File: src/rtl/klq_pkg.sv
// KeeLoq cipher package: round counts, nonlinear function table and the
// forward and inverse round functions. No dependencies.
`default_nettype none

package klq_pkg;

  localparam int unsigned NumRounds  = 528;
  localparam int unsigned LastRound  = 527;
  localparam int unsigned KeyMask    = 'h3F;
  localparam int unsigned KeyIdxW    = 6;
  localparam logic [31:0] NlfTable   = 32'h3A5C742E;

  typedef struct packed {
    logic valid;
    logic decrypt;
  } klq_ctl_t;

  function automatic logic nlf5(input logic a, input logic b, input logic c,
                                input logic d, input logic e);
    logic [4:0] idx;
    idx = {e, d, c, b, a};
    return NlfTable[idx];
  endfunction

  function automatic logic [31:0] round_fwd(input logic [31:0] x, input logic kbit);
    logic fb;
    fb = x[0] ^ x[16] ^ kbit ^ nlf5(x[1], x[9], x[20], x[26], x[31]);
    return {fb, x[31:1]};
  endfunction

  function automatic logic [31:0] round_bwd(input logic [31:0] x, input logic kbit);
    logic fb;
    fb = x[31] ^ x[15] ^ kbit ^ nlf5(x[0], x[8], x[19], x[25], x[30]);
    return {x[30:0], fb};
  endfunction

endpackage

`default_nettype wire

File: src/rtl/klq_stage.sv
// One register stage of the KeeLoq pipeline: a fixed run of rounds, forward
// or inverse, followed by the data and control registers. Uses klq_pkg.
`default_nettype none

module klq_stage
  import klq_pkg::*;
#(
  parameter int unsigned FIRST_ROUND = 0,
  parameter int unsigned ROUND_COUNT = 16
) (
  input  wire logic        clk_i,
  input  wire logic        rst_ni,
  input  wire logic        en_i,
  input  wire klq_ctl_t    ctl_i,
  input  wire logic [31:0] block_i,
  input  wire logic [63:0] key_i,
  output      klq_ctl_t    ctl_o,
  output      logic [31:0] block_o
);

  klq_ctl_t    ctl_q;
  logic [31:0] block_d, block_q;

  always_comb begin
    logic [31:0] x;
    int unsigned n;
    x = block_i;
    n = FIRST_ROUND;
    for (int unsigned j = 0; j < ROUND_COUNT; j++) begin
      n = FIRST_ROUND + j;
      if (ctl_i.decrypt) begin
        x = round_bwd(x, key_i[KeyIdxW'((LastRound - n) & KeyMask)]);
      end else begin
        x = round_fwd(x, key_i[KeyIdxW'(n & KeyMask)]);
      end
    end
    block_d = x;
  end

  always_ff @(posedge clk_i or negedge rst_ni) begin
    if (!rst_ni) begin
      ctl_q <= '0;
    end else if (en_i) begin
      ctl_q <= ctl_i;
    end
  end

  always_ff @(posedge clk_i) begin
    if (en_i) begin
      block_q <= block_d;
    end
  end

  assign ctl_o   = ctl_q;
  assign block_o = block_q;

endmodule

`default_nettype wire

File: config.mk
export PLATFORM = sky130hd
export DESIGN_NAME = klq_stage
export DESIGN_NICKNAME = d
export VERILOG_FILES = /design/src/rtl/klq_pkg.sv /design/src/rtl/klq_stage.sv
export SDC_FILE = /design/constraint.sdc
export NUM_CORES = 1
export LEC_CHECK = 0
export BUFFER_PORTS_ARGS = -buffer_cell sky130_fd_sc_hd__buf_2
export CORE_UTILIZATION = 40
export DETAILED_ROUTE_END_ITERATION = 16
export GPL_TIMING_DRIVEN = 0
export PLACE_DENSITY_LB_ADDON = 0.12
export SYNTH_ARGS = -nofsm -noshare
export SYNTH_HDL_FRONTEND = slang
export SYNTH_SLANG_ARGS = --single-unit
File: constraint.sdc
create_clock -name clk_i -period 1.3 [get_ports clk_i]
set_input_delay 0.13 -clock clk_i [delete_from_list [all_inputs] [get_ports clk_i]]
set_output_delay 0.13 -clock clk_i [all_outputs]
set_load 0.02 [all_outputs]
Word level (Yosys, flattened, before mapping)
Memory sizes are Yosys's and may differ from the RTL's.
Cells that the tools add are included.
Widths: inputs -> output; s select.

storage, ports and cells
  memories kept = 32
  output and inout port bits = 34
  input port bits = 101
  register bits after elaboration = 34
  bits in read-only memories = 1,024
  logic and storage cells = 211

cells by class
  bitwise logic cells = 96
  mux-type cells = 48
  magnitude comparators = 32

memories
  memory           words  bits a word  rd ports  clocked after memory_dff  write ports  RTL line       RTL
  (no name shown)  32     1            1         0                         0            klq_pkg.sv:22  return NlfTable[idx];
  (no name shown)  32     1            1         0                         0            klq_pkg.sv:22
  (no name shown)  32     1            1         0                         0            klq_pkg.sv:22
  (no name shown)  32     1            1         0                         0            klq_pkg.sv:22
  (no name shown)  32     1            1         0                         0            klq_pkg.sv:22
  (no name shown)  32     1            1         0                         0            klq_pkg.sv:22
  +26 memories     --     --           --        --                        --           --

operator list
  kind                number
  $mux 32             16
  $lt 5x6->1 const B  32
  $xor 1x1->1         96
  $mux 1              32

Longest topological paths before layout
Gate-level depths: netlist of run 1.

  depth in word-level cells = 64
  mapped depth = 49
  mapped depth without buffers = 45

Worst setup path after synthesis of run 1
No wires, ideal clock.

  path type = input -> register
  start = input block_i[25]
  end = register block_q[31], in the netlist block_o[31], data pin
  data arrival time = 11.426 ns
  stages = 47
  data required time = 1.032 ns
  buffers on the path = 2
  setup time = 0.268 ns
  slack = -10.394 ns
  cell sequence = buf_6 nor4b_1 or4_4 nor3_2 o41a_1 a221o_1 and3_4 or4_4 nand3_1 mux2i_1 a21boi_1 a2111oi_4 mux2_4 o31ai_2 xnor2_1 a2111o_1 o221a_1 buf_6 [... 11 more ...] o311ai_1 a2111oi_0 nor3_1 a21o_1 a31oi_1 mux2i_1 xor2_1 mux2i_1 nand2_1 a2111o_1 and3_4 a2111oi_4 xor3_2 nor2_1 nor4_2 o21ai_1 o211a_1 nor4_1

between the ends
  cells in the longest elaborated chain, start to end = 64
  elaborated cells between the ends (all ways) = 162
  those cells by class = mux (46); bitwise (86); memory (30)

RTL lines
  item                                                                RTL line                      RTL
  from (decl)                                                         klq_stage.sv:15               input wire logic [31:0] block_i,
  $mem_v2 32x1                                                        --
  $mux 1 (not written as such)                                        klq_pkg.sv:22
  $xor 1x1->1                                                         klq_pkg.sv:33                 fb = x[31] ^ x[15] ^ kbit ^ nlf5(x[0], x[8], x[19], x[25], x[30]);
  $mux 32 *                                                           klq_stage.sv:31               if (ctl_i.decrypt) begin
  $mem_v2 32x1 / $xor 1x1->1 (equally long branches)                  --
  $mux 1 (not written as such) / $xor 1x1->1 (equally long branches)  klq_pkg.sv:22, klq_pkg.sv:27
  $xor 1x1->1, on equally long branches                               klq_pkg.sv:33, klq_pkg.sv:27
  $mux 32 *                                                           klq_stage.sv:31
  [... 49 more ...]                                                   --
  $mux 1 (not written as such) (tied with other cells)                klq_pkg.sv:22
  $xor 1x1->1, on equally long branches                               klq_pkg.sv:33, klq_pkg.sv:27
  $mux 32 *                                                           klq_stage.sv:31
  $xor 1x1->1 / $mem_v2 32x1 (equally long branches)                  --
  $xor 1x1->1 / $mux 1 (equally long branches)                        klq_pkg.sv:27, klq_pkg.sv:22
  $xor 1x1->1                                                         klq_pkg.sv:27                 fb = x[0] ^ x[16] ^ kbit ^ nlf5(x[1], x[9], x[20], x[26], x[31]);
  $mux 32 *                                                           klq_stage.sv:31
  via block_d[31]                                                     klq_stage.sv:22               logic [31:0] block_d, block_q;
  to (signal assigned)                                                klq_stage.sv:50               block_q <= block_d;
  to (decl)                                                           klq_stage.sv:22

Mark *: on every way through the listed nets, which the timed path passes. The rest lies on a longest branch. The select of a mux whose other input is x is not followed.
A chain may end at the register's enable or synchronous reset.

Worst setup path in the final report of run 1
  start = input block_i[8]
  end = register block_q[31], in the netlist block_o[31], data pin

Same word-level chain as after synthesis.

==> results of run 1 <==
-- layout make-up --
cell class / instances / area, sq um
flip-flops and latches: 34 / 1010
plain buffers: 98 / 1090
multi-input cells: 1183 / 9200
well taps: 285 / 357
inverters: 27 / 114
clock buffers: 6 / 129
fillers: 2163 / 9440
repair buffers: 178 / 1290
clock inverters: 2 / 10.0
-- synth_stat cells (17+ instances only) --
| cell | n |
|---|---|
| nand2_1 | 177 |
| nor2_1 | 157 |
| a21oi_1 | 90 |
| clkbuf_1 | 70 |
| o21ai_0 | 68 |
| xnor2_1 | 62 |
| nand3_1 | 61 |
| mux2i_1 | 46 |
| nor3_1 | 41 |
| edfxtp_1 | 32 |
| inv_1 | 26 |
| or3_1 | 22 |
| a211oi_1 | 20 |
| a31oi_1 | 20 |
| o211ai_1 | 19 |
| buf_1 | 17 |
| xor2_1 | 17 |
-- layout by cell type, fill, tap and decap left out, types with 8 or more instances in the layout --
master     instances
buf_6             20
buf_2             63
a31oi_1           15
nand4_1           13
nand3_1           57
mux2i_2           10
o211a_1           10
mux2i_1           30
mux2_4            11
clkbuf_1          46
nor2_4            11
nor2_1           143
xor2_1            14
o211ai_1          19
or3_1             16
nand2_1          163
o221ai_1           8
o21ai_0           50
a21oi_1           79
a21oi_2            8
buf_12            20
buf_4             96
a211oi_1          16
nand2_2            9
edfxtp_1          32
o21ai_1           11
nor2b_1           11
nand2b_1          16
o21a_1            10
clkbuf_16         24
or2_2             11
nor3_1            35
inv_1             24
xnor2_1           46
and3_1            10
xnor2_2           12
and2_1            10
-- sequential cells by signal, summed over array words and instances (netlist names) --
| signal | flops |
|---|---|
| block_o | 32 |
| ctl_o | 2 |
-- cell families after synthesis --
family | share of synthesized area [%]
buf+inv | 5.65
mux | 8.06
simple gates | 33.6
flops | 10.9
xor+xnor | 9.11
compound gates | 32.6
-- layer usage --
metal	GRT usage [%]	vias to the layer above	routed length, microns
met2	60.8	791	20600
met1	50.9	5917	19000
met5	0	-	0
met3	9.02	168	5540
met4	20.8	0	2840
li1	-	5419	-
-- worst max-delay path: cells and delay by family --
family	cells	cell delay, ps
AOI/OAI and AO/OA	20	5400
and+or+nand+nor	16	3690
muxes	4	1140
xor gates and xnor gates	4	1010
buffers and inverters	5	820
-- power breakdown --
part           internal, mW  switching, mW
clock                 0.704          0.491
combinational          5.95           7.67
sequential             1.48         0.0391
total                  8.13           8.20
-- timing repair --
action,CTS,global route
resized for setup,259,74
endpoints found under the hold margin,2,0
endpoints found under the setup margin,33,33
hold buffers,1,0
pin swaps,89,41
buffers inserted,74,37
-- worst paths after layout --
path,cells after the start,end,from,slack (ps)
setup reg to reg,1,ctl_o[0],ctl_o[0],560
hold reg to reg,1,ctl_o[0],ctl_o[0],500
max in group asynchronous,2,ctl_o[0],rst_ni,1060
min in group asynchronous,2,ctl_o[1],rst_ni,150
hold / removal,2,ctl_o[1],ctl_i[1],70
setup / recovery,49,block_o[31],block_i[8],-10870
-- metrics by stage --
stage	util (%)	area [sq um]	total power, mW
after floorplan	-	9800	8.49
final	58.3	13200	16.3
after global routing	58.3	13200	17.0
after CTS	55.6	12600	15.0
after detailed placement	46.3	10500	11.0
after global placement	46.3	10500	11.0
==> flow_summary.ini, run 1 <==
[clocking]
cts_buffers = 5
clockBufferDepth = 2
clk_pin_slew_worst_paths_ps = 50
cts_tree = built
cts_root_buffer = clkbuf_16
cts_sinks = 34
clk_latency_ps = 290
htree_levels = 2

[yosys]
ys_seq_area_share_pct = 10.9
ys_ff_latch = 34
synth_edf_count = 32
synthTopCellsByArea = edfxtp_1, nand2_1, nor2_1
syn_inst = 1345
avgSynthCellArea_sq_um = 6.86
synth_nets = 1446
synth.largest_area_cell = edfxtp_1
async_flop_share_pct = 5.88
synth-main-ff-cell = edfxtp_1
synth_area_sq_um = 9230
yosysWarnings = 0
synth_cell_types = 114
post-synth-top-area-fraction_pct = 10.4

[global_route]
overflow = 0
grt_max_degree = 35
track_usage_pct = 39.4
antenna_found_initial = 0
grt_pass1_vias = 11100
grt_first_pass_wirelength_microns = 69700

[setup_path]
max_stage_delay_ps = 590
crit_required_ps = 1390
startpoint_type = input pin
worst-setup-path-type = input pin to register
endpoint_kind = register
worst-path-max-fanout = 8
worstPathArrival_ps = 12260
cp_slowest_cell = or4_4
crit_top_cell = buf_4

[sta]
finalHoldViolCount = 0
setup_ws_ps = -10870
holdWs_ps = 66.9
setup_viol = 33
maxSlewHeadroom_pct = 8.12
worstMarginPinSlew_ps = 1370
finalSetupTns_ps = -184390
finClkSkew_ps = 0
grt_setup_unrepaired = true
final_max_slew_viol_count = 0
period_share_pct = 936
post-route-min-period_ps = 12170
timing.fmax_mhz = 82.2

[die]
num_io_pins = 135
dieArea_sq_um = 23700
initial_core_util_pct = 40.8
die-height_microns = 154
die_w_microns = 154
coreArea_sq_um = 22600
rows = 55

[drt]
drc = 0
drt_iter0_drc = 1490
via_per_inst = 6.78
vias = 12300
routed_wl_microns = 47900
first_pass_iters = 8
antenna_left = 0
wl_per_cell_microns = 26.4

[place]
placed_cells = 1696
portBuffers = 66
gp_congestion = 1.05
dpl.hpwl_microns = 36400
pre_cts_ws_ps = -12990

[power_and_ir_drop]
p_per_area_nw_per_um2 = 1240
ir_drop_mv = 0.549
p_leak_nw = 5.16

[job]
drv_cap = 0

[layout]
diodes = 0
layout.cells.non_filler = 1813
syn2layout_area_growth_pct = 43.0
nets = 1628
layout-drive-gt1-share_pct = 31.9

[run_status]
violations = negative setup slack
status = complete, but fails checks

[worst_hold_path]
hold_class = input pin to register
(Power assumes the default switching activity.)
==> run 2: changes to the inputs <==
==> constraint.sdc (replaced) <==
create_clock -name clk_i -period 15.5 [get_ports clk_i]
set_input_delay 1.55 -clock clk_i [delete_from_list [all_inputs] [get_ports clk_i]]
set_output_delay 1.55 -clock clk_i [all_outputs]
set_load 0.02 [all_outputs]
==> run 2 against run 1 <==
Net effect: the run now ends clean; critical endpoint is now block_o[0]; non-clock buffer count decreased by 104; global-route usage decreased by 3.0 points; clock skew unchanged; setup slack improved by 11000 ps; combinational power decreased by 94%; highest routed layer unchanged; sequential share of layout area increased by 2.1 points; design area decreased by 21%; register-to-register slack improved by 14000 ps; critical path depth increased by 1; worst hold slack improved by 430 ps.
==> flow_summary.ini, run 2 (synthesis results as in run 1) <==
[clocking]
clk_pin_slew_worst_paths_ps = 60
cts-hold-fix-buffers = 0
clockBufferDepth = 2
htree_levels = 2
cts_sinks = 34
clk_latency_ps = 280
cts_tree = built
cts_buffers = 5
cts_root_buffer = clkbuf_16

[sta]
final_max_slew_viol_count = 0
finalHoldViolCount = 0
setup_viol = 0
holdWs_ps = 499
period_share_pct = 97.4
worstMarginPinSlew_ps = 1360
post-route-min-period_ps = 15100
setup_ws_ps = 400
finClkSkew_ps = 0
maxSlewHeadroom_pct = 8.78
timing.fmax_mhz = 66.2
grt_setup_unrepaired = false

[global_route]
grt_pass1_vias = 10200
antenna_found_initial = 2
track_usage_pct = 36.4
overflow = 0
grt_max_degree = 35
grt_first_pass_wirelength_microns = 64600

[job]
drv_cap = 0

[setup_path]
worstPathArrival_ps = 15130
worst-setup-path-type = input pin to register
cp_top_family = compound AO/OA/AOI/OAI gates
startpoint_type = input pin
max_stage_delay_ps = 540
cp_slowest_cell = o211ai_1
crit_required_ps = 15530
endpoint_kind = register
critPathBufInv = 7
worst-path-max-fanout = 10

[die]
initial_core_util_pct = 40.8
rows = 55
die-height_microns = 154
dieArea_sq_um = 23700
num_io_pins = 135
coreArea_sq_um = 22600
die_w_microns = 154

[place]
portBuffers = 66
pre_cts_ws_ps = -797
gp_congestion = 1.06
dpl.hpwl_microns = 35000
placed_cells = 1696

[power_and_ir_drop]
p_per_area_nw_per_um2 = 102
p_leak_nw = 3.98
seqPwrFrac_pct = 12.0
p_clk_share_pct = 10.0
switchingPower_uw = 577
switching_share_pct = 54.5
p_comb_share_pct = 78.0
ir_drop_mv = 0.0485
p_int_uw = 481
total_power_mw = 1.06

[layout]
largest_register_ffs = 32
nets = 1524
syn2layout_area_growth_pct = 12.2
final_cell_mix = nand2_1, nor2_1, a21oi_1, buf_2
layout-drive-gt1-share_pct = 14.6
layout.cells.non_filler = 1711
final_common_cell = nand2_1
final_util_pct = 45.8

[run_status]
status = finished clean

[drt]
drt_iter0_drc = 1568
vias = 11600
drc = 0
routed_wl_microns = 44200
wl_per_cell_microns = 25.8
antenna_left = 0
via_per_inst = 6.77
first_pass_iters = 6

[worst_hold_path]
hold_class = register to register
-- run 2: cell count changes in the layout (fill, tap and decap cells not counted), sizes merged --
cell | before | now
clkinvlp | 1 | 2
dlygate4sd3 | 1 | 0
buf | 205 | 100
diode | 0 | 2
clkbuf | 76 | 78
clkinv | 3 | 1
inv | 25 | 26
-- run 2: final cells by class --
class	instances	area (sq um)
timing repair buffer	71	380
fill	2371	12300
buffer	101	428
clock buffer	6	139
multi-input combinational	1183	7920
sequential	34	1010
clock inverter	2	12.5
antenna	2	5.00
tap	285	357
inverter	27	105
-- run 2: final timing paths --
path	from	endpoint	slack, ps	cells past startpoint
max in group asynchronous	rst_ni	ctl_o[0]	14370	1
max	block_i[20]	block_o[0]	400	50
min	ctl_o[1]	ctl_o[1]	500	1
max reg2reg	ctl_o[0]	ctl_o[0]	14770	1
min reg2reg	ctl_o[1]	ctl_o[1]	500	1
min in group asynchronous	rst_ni	ctl_o[1]	1030	1
-- run 2: layer usage --
layer	global-route usage (%)	wire length (microns)	vias to the layer above
met5	0	0	-
met4	21.2	2970	0
met3	7.33	5420	161
met2	53.7	17800	811
li1	-	-	5219
met1	48.8	18000	5391
-- run 2: stage by stage --
| stage | instance area [sq um] | TNS, ps |
|---|---|---|
| global route | 10400 | 0 |
| finish | 10400 | 0 |
| global placement | 9920 | -1940 |
| CTS | 10100 | 0 |
| detailed placement | 9920 | -1720 |
| floorplan | 9230 | 0 |
-- run 2: timing repair --
item	4_1_cts	5_1_grt
setup buffers	2	3
pin swaps	1	2
endpoints found under the setup margin	3	3
resized for setup	5	44
-- run 2: power groups by stage --
stage | logic (mW) | registers [mW] | clock network, mW
after global routing | 0.872 | 0.129 | 0.111
final | 0.826 | 0.127 | 0.105
after CTS | 0.766 | 0.127 | 0.109
after global placement | 0.756 | 0.129 | 0
after detailed placement | 0.756 | 0.129 | 0
after floorplan | 0.524 | 0.153 | 0
